`config.mk`:
```
export PLATFORM = sky130hd
export DESIGN_NAME = thick_line_rasterizer
export DESIGN_NICKNAME = d
export VERILOG_FILES = /design/src/tlr_pkg.sv /design/src/thick_line_rasterizer.sv
export VERILOG_INCLUDE_DIRS = /design/src /design/src/src
export SDC_FILE = /design/constraint.sdc
export NUM_CORES = 2
export LEC_CHECK = 0
export BUFFER_PORTS_ARGS = -buffer_cell sky130_fd_sc_hd__buf_4
export CORE_UTILIZATION = 40
export DETAILED_ROUTE_END_ITERATION = 6
export GPL_ROUTABILITY_DRIVEN = 0
export GPL_TIMING_DRIVEN = 0
export PLACE_DENSITY_LB_ADDON = 0.05
export SLEW_MARGIN = 20
export SYNTH_ARGS = -nofsm -noshare
export SYNTH_HDL_FRONTEND = slang
export SYNTH_SLANG_ARGS = --single-unit
```
`constraint.sdc`:
```
create_clock -name clk_i -period 6.8 [get_ports clk_i]
set_input_delay 0.68 -clock clk_i [delete_from_list [all_inputs] [get_ports clk_i]]
set_output_delay 0.68 -clock clk_i [all_outputs]
set_load 0.005 [all_outputs]
```
`src/thick_line_rasterizer_defines.svh`:
```
// Assertion macros for the thick line rasterizer.
`ifndef THICK_LINE_RASTERIZER_DEFINES_SVH
`define THICK_LINE_RASTERIZER_DEFINES_SVH

`ifndef SYNTHESIS
// Checked on every clock edge outside reset.
`define TLR_ASSERT(name, prop, clk, rst_n) \
  name: assert property (@(posedge clk) disable iff (!rst_n) prop) \
    else $error("thick_line_rasterizer: check failed");
// Checked on every clock edge, reset included.
`define TLR_ASSERT_ALWAYS(name, prop, clk) \
  name: assert property (@(posedge clk) prop) \
    else $error("thick_line_rasterizer: check failed");
`else
`define TLR_ASSERT(name, prop, clk, rst_n)
`define TLR_ASSERT_ALWAYS(name, prop, clk)
`endif

`endif

```
`src/tlr_pkg.sv`:
```
// Shared types and constants for the thick line rasterizer.
package tlr_pkg;

  localparam int TLR_MAX_DIM    = 1024;
  localparam int TLR_COORD_BITS = 12;

  localparam int CFG_IDX_W  = 2;
  localparam int CFG_DATA_W = 24;
  localparam int CFG_DIM_W  = 11;
  localparam int BRUSH_W    = 8;
  localparam int COLOR_W    = 24;
  localparam int OFF_W      = 20;

  localparam logic [CFG_IDX_W-1:0] REG_IMAGE_WIDTH  = 2'd0;
  localparam logic [CFG_IDX_W-1:0] REG_IMAGE_HEIGHT = 2'd1;
  localparam logic [CFG_IDX_W-1:0] REG_BRUSH_WIDTH  = 2'd2;
  localparam logic [CFG_IDX_W-1:0] REG_DRAW_COLOR   = 2'd3;

  localparam logic [CFG_DIM_W-1:0] IMAGE_DIM_RESET   = 11'd1024;
  localparam logic [BRUSH_W-1:0]   BRUSH_WIDTH_RESET = 8'd1;

  localparam logic MODE_START = 1'b0;

  typedef enum logic [1:0] {
    CASE_SLOPED = 2'd0,
    CASE_HORIZ  = 2'd1,
    CASE_VERT   = 2'd2,
    CASE_POINT  = 2'd3
  } line_case_e;

  typedef enum logic [6:0] {
    S_IDLE = 7'b0000001,
    S_PIX  = 7'b0000010,
    S_MUL  = 7'b0000100,
    S_NUM  = 7'b0001000,
    S_PROD = 7'b0010000,
    S_ABS  = 7'b0100000,
    S_DIV  = 7'b1000000
  } state_e;

endpackage

```
`src/thick_line_rasterizer.sv`:
```
// Thick line rasterizer: line walk, shared bit-serial divider, square brush stamp.
// A sloped start runs the divider (S_NUM, S_PROD, S_ABS, S_DIV) for its first row; other
// starts stay in S_IDLE. A step passes S_PIX and S_MUL into the output register; the last
// pixel of a sloped position reruns the divider for the next row (one quotient bit per cycle).
// Items are taken only in S_IDLE with no stalled output; the divider bounds position changes.
// Reset (async, active low): idle, no line, registers 1024 x 1024, brush 1, color 0.
`include "thick_line_rasterizer_defines.svh"

module thick_line_rasterizer #(
  parameter int MAX_DIM    = tlr_pkg::TLR_MAX_DIM,
  parameter int COORD_BITS = tlr_pkg::TLR_COORD_BITS
) (
  input  logic                                clk_i,
  input  logic                                rst_ni,
  // configuration write port
  input  logic                                cfg_we_i,
  input  logic [tlr_pkg::CFG_IDX_W-1:0]       cfg_idx_i,
  input  logic [tlr_pkg::CFG_DATA_W-1:0]      cfg_data_i,
  // input channel
  input  logic                                in_valid_i,
  output logic                                in_stall_o,
  input  logic                                mode_i,
  input  logic signed [COORD_BITS-1:0]        row_start_i,
  input  logic signed [COORD_BITS-1:0]        col_start_i,
  input  logic signed [COORD_BITS-1:0]        row_end_i,
  input  logic signed [COORD_BITS-1:0]        col_end_i,
  // output channel
  output logic                                out_valid_o,
  input  logic                                out_stall_i,
  output logic                                write_enable_o,
  output logic [tlr_pkg::OFF_W-1:0]           pixel_offset_o,
  output logic [tlr_pkg::COLOR_W-1:0]         pixel_color_o,
  output logic                                line_done_o
);
  import tlr_pkg::*;

  // Coordinate widths: DW holds differences and the computed coordinate,
  // PW the product numerator, PRW a stamp pixel position.
  localparam int CW    = COORD_BITS;
  localparam int DW    = CW + 1;
  localparam int PW    = 2 * DW;
  localparam int PRW   = DW + 1;
  localparam int CMPW  = (PRW > CFG_DIM_W + 1) ? PRW : CFG_DIM_W + 1;
  localparam int CNT_W = $clog2(PW + 1);

  state_e state_q, state_d;

  // configuration registers
  logic [CFG_DIM_W-1:0] img_w_q, img_h_q;
  logic [BRUSH_W-1:0]   brush_q;
  logic [COLOR_W-1:0]   color_q;

  // line state
  logic                 busy_q;
  line_case_e           case_q;
  logic signed [CW-1:0] step_q, limit_q, r0_q, c0_q;
  logic signed [DW-1:0] dr_q, dc_q, other_q;
  logic [BRUSH_W-1:0]   srow_q, scol_q;

  // pixel stage
  logic signed [PRW-1:0] prow_q, pcol_q;
  logic                  pix_we_q;

  // shared divider
  logic signed [DW-1:0] jd_q;
  logic signed [PW-1:0] prod_q;
  logic [PW-1:0]        dvd_q;
  logic [DW-1:0]        dvs_q;
  logic [DW-1:0]        rem_q;
  logic                 neg_q;
  logic [CNT_W-1:0]     cnt_q;

  // output register
  logic                 out_valid_q, we_q, done_q;
  logic [OFF_W-1:0]     off_q;
  logic [COLOR_W-1:0]   pcolor_q;

  logic in_xfer;
  assign in_stall_o = (state_q != S_IDLE) || (out_valid_q && out_stall_i);
  assign in_xfer    = in_valid_i && !in_stall_o;

  // ---------------- start decode ----------------
  logic       col_ne, row_ne;
  line_case_e start_case;
  logic signed [CW-1:0] start_step, start_limit;
  logic signed [DW-1:0] start_other;

  always_comb begin
    col_ne = (col_start_i != col_end_i);
    row_ne = (row_start_i != row_end_i);
    if (col_ne) begin
      start_case  = row_ne ? CASE_SLOPED : CASE_HORIZ;
      start_step  = (col_start_i < col_end_i) ? col_start_i : col_end_i;
      start_limit = (col_start_i < col_end_i) ? col_end_i : col_start_i;
      start_other = DW'(row_start_i);
    end else if (row_ne) begin
      start_case  = CASE_VERT;
      start_step  = (row_start_i < row_end_i) ? row_start_i : row_end_i;
      start_limit = (row_start_i < row_end_i) ? row_end_i : row_start_i;
      start_other = DW'(col_start_i);
    end else begin
      start_case  = CASE_POINT;
      start_step  = row_start_i;
      start_limit = row_start_i;
      start_other = DW'(col_start_i);
    end
  end

  // ---------------- stamp pixel position and clip ----------------
  logic [CFG_DIM_W-1:0]  iw_c, ih_c;
  logic signed [DW-1:0]  crow, ccol;
  logic signed [PRW-1:0] half_s, prow_c, pcol_c;
  logic                  pix_in;

  always_comb begin
    iw_c = (32'(img_w_q) > MAX_DIM) ? CFG_DIM_W'(MAX_DIM) : img_w_q;
    ih_c = (32'(img_h_q) > MAX_DIM) ? CFG_DIM_W'(MAX_DIM) : img_h_q;
    if (case_q == CASE_SLOPED || case_q == CASE_HORIZ) begin
      crow = other_q;
      ccol = DW'(step_q);
    end else begin
      crow = DW'(step_q);
      ccol = other_q;
    end
    half_s = $signed(PRW'({1'b0, brush_q[BRUSH_W-1:1]}));
    prow_c = PRW'(crow) - half_s + $signed(PRW'({1'b0, srow_q}));
    pcol_c = PRW'(ccol) - half_s + $signed(PRW'({1'b0, scol_q}));
    pix_in = (brush_q != '0) &&
             (prow_c >= 0) && (pcol_c >= 0) &&
             (CMPW'(prow_c) < $signed(CMPW'({1'b0, ih_c}))) &&
             (CMPW'(pcol_c) < $signed(CMPW'({1'b0, iw_c})));
  end

  // ---------------- offset, stamp advance ----------------
  logic [CFG_DIM_W-1:0]   prow_u, pcol_u;
  logic [2*CFG_DIM_W-1:0] off_mul;
  logic [OFF_W-1:0]       off_c;
  logic [BRUSH_W:0]       srow_n, scol_n;
  logic                   row_end_c, col_end_c, last_pix, line_end;

  always_comb begin
    prow_u    = CFG_DIM_W'(prow_q);
    pcol_u    = CFG_DIM_W'(pcol_q);
    off_mul   = (2*CFG_DIM_W)'(prow_u) * (2*CFG_DIM_W)'(iw_c);
    off_c     = pix_we_q ? OFF_W'(off_mul + (2*CFG_DIM_W)'(pcol_u)) : '0;
    srow_n    = {1'b0, srow_q} + 1'b1;
    scol_n    = {1'b0, scol_q} + 1'b1;
    row_end_c = (srow_n >= {1'b0, brush_q});
    col_end_c = (scol_n >= {1'b0, brush_q});
    // zero brush: every position is a single unwritten pixel
    last_pix  = (brush_q == '0) || (row_end_c && col_end_c);
    line_end  = last_pix && (step_q >= limit_q);
  end

  // ---------------- divider step and correction ----------------
  logic [DW:0]          rem_sh;
  logic                 q_bit;
  logic signed [DW-1:0] q_mag, q_sgn;

  always_comb begin
    rem_sh = {rem_q, dvd_q[PW-1]};
    q_bit  = (rem_sh >= {1'b0, dvs_q});
    q_mag  = $signed(dvd_q[DW-1:0]);
    q_sgn  = neg_q ? -q_mag : q_mag;
  end

  // ---------------- sequencer ----------------
  always_comb begin
    state_d = state_q;
    unique case (state_q)
      S_IDLE: begin
        if (in_xfer) begin
          if (mode_i == MODE_START) begin
            state_d = (start_case == CASE_SLOPED) ? S_NUM : S_IDLE;
          end else begin
            state_d = busy_q ? S_PIX : S_IDLE;
          end
        end
      end
      S_PIX:  state_d = S_MUL;
      S_MUL:  state_d = (last_pix && !line_end && case_q == CASE_SLOPED) ? S_NUM : S_IDLE;
      S_NUM:  state_d = S_PROD;
      S_PROD: state_d = S_ABS;
      S_ABS:  state_d = S_DIV;
      // one quotient bit per cycle; once cnt_q reaches PW, sign and start row are applied instead
      S_DIV:  state_d = (cnt_q == CNT_W'(PW)) ? S_IDLE : S_DIV;
      default: state_d = S_IDLE;
    endcase
  end

  always_ff @(posedge clk_i or negedge rst_ni) begin
    if (!rst_ni) begin
      state_q <= S_IDLE;
    end else begin
      state_q <= state_d;
    end
  end

  // configuration
  always_ff @(posedge clk_i or negedge rst_ni) begin
    if (!rst_ni) begin
      img_w_q <= IMAGE_DIM_RESET;
      img_h_q <= IMAGE_DIM_RESET;
      brush_q <= BRUSH_WIDTH_RESET;
      color_q <= '0;
    end else if (cfg_we_i) begin
      unique case (cfg_idx_i)
        REG_IMAGE_WIDTH:  img_w_q <= cfg_data_i[CFG_DIM_W-1:0];
        REG_IMAGE_HEIGHT: img_h_q <= cfg_data_i[CFG_DIM_W-1:0];
        REG_BRUSH_WIDTH:  brush_q <= cfg_data_i[BRUSH_W-1:0];
        REG_DRAW_COLOR:   color_q <= cfg_data_i[COLOR_W-1:0];
        default: ;
      endcase
    end
  end

  // line control state
  always_ff @(posedge clk_i or negedge rst_ni) begin
    if (!rst_ni) begin
      busy_q <= 1'b0;
      case_q <= CASE_SLOPED;
      step_q <= '0;
      limit_q <= '0;
      srow_q <= '0;
      scol_q <= '0;
      cnt_q  <= '0;
    end else begin
      if (state_q == S_IDLE && in_xfer && mode_i == MODE_START) begin
        busy_q  <= 1'b1;
        case_q  <= start_case;
        step_q  <= start_step;
        limit_q <= start_limit;
        srow_q  <= '0;
        scol_q  <= '0;
      end
      if (state_q == S_MUL) begin
        if (brush_q != '0) begin
          if (col_end_c) begin
            scol_q <= '0;
            srow_q <= last_pix ? '0 : srow_n[BRUSH_W-1:0];
          end else begin
            scol_q <= scol_n[BRUSH_W-1:0];
          end
        end
        if (line_end) begin
          busy_q <= 1'b0;
        end else if (last_pix) begin
          step_q <= step_q + 1'b1;
        end
      end
      if (state_q == S_ABS) begin
        cnt_q <= '0;
      end else if (state_q == S_DIV) begin
        cnt_q <= cnt_q + 1'b1;
      end
    end
  end

  // datapath registers
  always_ff @(posedge clk_i) begin
    if (state_q == S_IDLE && in_xfer && mode_i == MODE_START) begin
      r0_q    <= row_start_i;
      c0_q    <= col_start_i;
      dr_q    <= DW'(row_end_i) - DW'(row_start_i);
      dc_q    <= DW'(col_end_i) - DW'(col_start_i);
      other_q <= start_other;
    end
    if (state_q == S_PIX) begin
      prow_q   <= prow_c;
      pcol_q   <= pcol_c;
      pix_we_q <= pix_in;
    end
    if (state_q == S_NUM) begin
      jd_q <= DW'(step_q) - DW'(c0_q);
    end
    if (state_q == S_PROD) begin
      prod_q <= PW'(jd_q) * PW'(dr_q);
    end
    if (state_q == S_ABS) begin
      neg_q <= prod_q[PW-1] ^ dc_q[DW-1];
      dvd_q <= prod_q[PW-1] ? PW'(-prod_q) : PW'(prod_q);
      dvs_q <= dc_q[DW-1] ? DW'(-dc_q) : DW'(dc_q);
      rem_q <= '0;
    end
    if (state_q == S_DIV) begin
      if (cnt_q == CNT_W'(PW)) begin
        // truncating quotient, signed, plus the start row
        other_q <= q_sgn + DW'(r0_q);
      end else begin
        rem_q <= q_bit ? DW'(rem_sh - {1'b0, dvs_q}) : rem_sh[DW-1:0];
        dvd_q <= {dvd_q[PW-2:0], q_bit};
      end
    end
  end

  // output register: loaded once per step, held until the transfer
  always_ff @(posedge clk_i or negedge rst_ni) begin
    if (!rst_ni) begin
      out_valid_q <= 1'b0;
    end else if (state_q == S_MUL) begin
      out_valid_q <= 1'b1;
    end else if (!out_stall_i) begin
      out_valid_q <= 1'b0;
    end
  end

  always_ff @(posedge clk_i) begin
    if (state_q == S_MUL) begin
      we_q     <= pix_we_q;
      off_q    <= off_c;
      pcolor_q <= color_q;
      done_q   <= line_end;
    end
  end

  assign out_valid_o    = out_valid_q;
  assign write_enable_o = we_q;
  assign pixel_offset_o = off_q;
  assign pixel_color_o  = pcolor_q;
  assign line_done_o    = done_q;

  // ---------------- checks ----------------
  // the output register is never overwritten while a result is pending
  `TLR_ASSERT(a_out_free, (state_q == S_MUL) |-> (!out_valid_q || !out_stall_i), clk_i, rst_ni)
  // the divider never runs past its last quotient bit
  `TLR_ASSERT_ALWAYS(a_div_cnt, (state_q == S_DIV) |-> (cnt_q <= CNT_W'(PW)), clk_i)
  // a finished line leaves the walker idle
  `TLR_ASSERT(a_done_idle, ($rose(out_valid_q) && done_q) |-> !busy_q, clk_i, rst_ni)
  // division only happens for a live sloped line
  `TLR_ASSERT(a_div_sloped, (state_q == S_DIV) |-> (busy_q && case_q == CASE_SLOPED), clk_i, rst_ni)

endmodule

```
==> metrics.yaml <==
r2r_cells: 20
synth_largest_area_cell: "fa_1"
grt_pass1_wl_um: 131000
fin_crit_ps: 6470
place_area_um2: 32400
reg2reg_from: "dr_q[1]"
dieWidth_um: 276
wl_per_cell_um: 19.5
use_met1_pct: 32.5
dp.cells: 4153
area_growth_pct: 12.4
setup_violations: 0
fin_ws_ps: 329
grt_max_degree: 58
synthArstFlopShare_pct: 32.9
end_kind: "flop"
worstPathArrival_ps: 6760
grt.busiest_layer: "met2"
numCtsBuffers: 41
holdCritPathClass: "primary input to async pin"
fmaxAchievable_mhz: 155
tightest_slew_ps: 1110
root_buffer: "clkbuf_16"
synthCells: 3052
cts_tree: "built"
outcome: "finished, final reports clean"
finClkSkew_ps: 39.1
first_pass_iters: 5
layout-drive-gt1-share_pct: 10.7
antenna_found_initial: 1
worstSkewPairLatency_ps: 590
drv_cap: 0
fp.dieArea_um2: 76300
synth_area_um2: 30100
pre_cts_slack_ps: -90.7
wl_um: 82600
cp_max_fo: 10
synth_seq_cells: 334
num_vias: 22288
slew_headroom_pct: 25.1
num_io_pins: 128
synth-warning-count: 0
initial_utilization_pct: 40.4
synthMostInstantiatedCell: "inv_1"
synth-edff-count: 172
ant_nets: 0
rsz0062_at_grt: "no"
dp_hpwl_um: 67100
grt_use_met3_pct: 2.59
drc: 0
synth.distinct_cells: 85
post-route-period-util_pct: 95.2
clkTransAtPathRegs_ps: 60
viasPerCell: 5.27
htree_levels: 2
crit_required_ps: 7090
final_area_um2: 33800
grt_util_met2_pct: 33.9
num_rows: 100
overflow: 0
antenna_cells: 0
hold_viol: 0
synth.avg_cell_area_um2: 9.86
r2r_setup_slack_ps: 330
finalNetCount: 3844
syn-num-nets: 3670
clockBufferDepth: 3
critical_path_class: "flop to flop"
r2r-end: "prod_q[25]"
cts.sinks: 334
seq_area_frac_synth_pct: 29.8
core_area_um2: 74400
drt_iter0_markers: 1319
die_h_um: 276
ys.flop_type: "edfxtp_1"
synthTopCellsByCount: "inv_1, nand2_1, fa_1, ha_1, edfxtp_1"
cts_setup_buffers: 0
cp-start-kind: "flop"
track_usage_pct: 22.1
final_cells: 4228
slew_violations: 0
synth_top_area_share_pct: 18.0
portBuffers: 127
grt_pass1_vias: 23000
hold_buffers: 0
synthTopCellsByArea: "fa_1, edfxtp_1, ha_1"
flip-flops by register name, indices dropped and copies added, names as in the netlist, 7 cells and up:
| register | flops |
|---|---|
| step_q | 12 |
| dvs_q | 13 |
| c0_q | 12 |
| img_h_q | 11 |
| img_w_q | 11 |
| pixel_color_o | 24 |
| pixel_offset_o | 20 |
| other_q | 13 |
| prow_q | 11 |
| color_q | 24 |
| jd_q | 13 |
| state_q | 7 |
| r0_q | 12 |
| dvd_q | 26 |
| dc_q | 13 |
| pcol_q | 11 |
| dr_q | 13 |
| brush_q | 8 |
| prod_q | 26 |
| scol_q | 8 |
| rem_q | 13 |
| srow_q | 8 |
| limit_q | 12 |
kinds of logic (layout without fill, tap and decap cells):
| family | count (synthesis) | count (layout) | synth area share [%] |
|---|---|---|---|
| adders and majority gates | 538 | 538 | 29.1 |
| and+or+nand+nor | 841 | 841 | 13.8 |
| AOI/OAI and AO/OA | 469 | 469 | 9.97 |
| muxes | 161 | 161 | 5.73 |
| DFF | 334 | 334 | 29.8 |
| buffers and inverters | 548 | 755 | 6.92 |
| xor gates and xnor gates | 161 | 161 | 4.69 |
worst max path at each step:
stage | start | endpoint | slack (ps) | depth (start not counted)
global placement | dr_q[1] | prod_q[25] | -90 | 20
floorplan | dr_q[1] | prod_q[25] | 950 | 20
global route | dr_q[1] | prod_q[25] | 80 | 20
detailed placement | dr_q[1] | prod_q[25] | -90 | 20
finish | dr_q[1] | prod_q[25] | 330 | 20
CTS | jd_q[6] | prod_q[24] | 1 | 20
critical path: stages (launching register included):
cell and delay, ps:
edfxtp_1 550, clkbuf_2 350, nand2_1 140, inv_1 160
fa_1 460, fa_2 750, inv_1 110, fa_1 500
fa_1 540, inv_1 50, fa_1 430, ha_1 290
ha_1 350, a21o_1 180, a21o_1 200, or3_1 300
nor3_1 130, nor3_1 120, a211oi_2 260, a21oi_1 120
xnor2_1 160
timing repair:
action | CTS | global route
endpoints found under the hold margin | 0 | 0
gates resized for setup | 2 | 23
endpoints found under the setup margin | 3 | 3
cell usage in the layout (no fill, tap or decap), drive strengths merged, types with 9 or more instances in the layout:
| master | n |
|---|---|
| inv | 446 |
| nand2 | 327 |
| fa | 271 |
| ha | 267 |
| edfxtp | 172 |
| buf | 146 |
| o21ai | 143 |
| clkbuf | 138 |
| and2 | 115 |
| nor2 | 112 |
| dfrtp | 106 |
| a21oi | 103 |
| xnor2 | 102 |
| mux2 | 91 |
| mux2i | 70 |
| xor2 | 59 |
| nand3 | 55 |
| dfxtp | 52 |
| nor3 | 47 |
| nor2b | 42 |
| nand2b | 32 |
| o211ai | 29 |
| a21o | 27 |
| or3 | 26 |
| and3 | 22 |
| o31ai | 21 |
| a22oi | 17 |
| a211oi | 17 |
| o21a | 15 |
| clkinv | 15 |
| o22ai | 14 |
| nand4 | 13 |
| a21boi | 10 |
| o41ai | 9 |
metrics by stage:
| step | utilization [%] | TNS, ps | hold slack [ps] |
|---|---|---|---|
| after floorplan | - | 0 | 384 |
| after global placement | 43.3 | -85.3 | 423 |
| after detailed placement | 43.5 | -90.7 | 428 |
| after CTS | 45.4 | 0 | 65.6 |
| after global routing | 45.4 | 0 | 95.9 |
| final | 45.4 | 0 | 76.9 |
area by class of cell:
type                       count  area (µm²)
fill                        7126       40600
multi-input combinational   2170       19100
sequential                   334        8960
inverter                     447        1680
tap                          969        1210
clock buffer                  52        1140
timing repair buffer         132        1050
buffer                       100         418
clock inverter                24         282
metal layers:
layer	up-vias	share of wire (%)
met5	-	0
met4	0	3.0
met3	135	4.7
met2	521	43
met1	11045	49
li1	10587	-
Power is left out: the tool's default activity adds up to more than one toggle a clock period on the data nets, which glitch-free logic cannot reach.
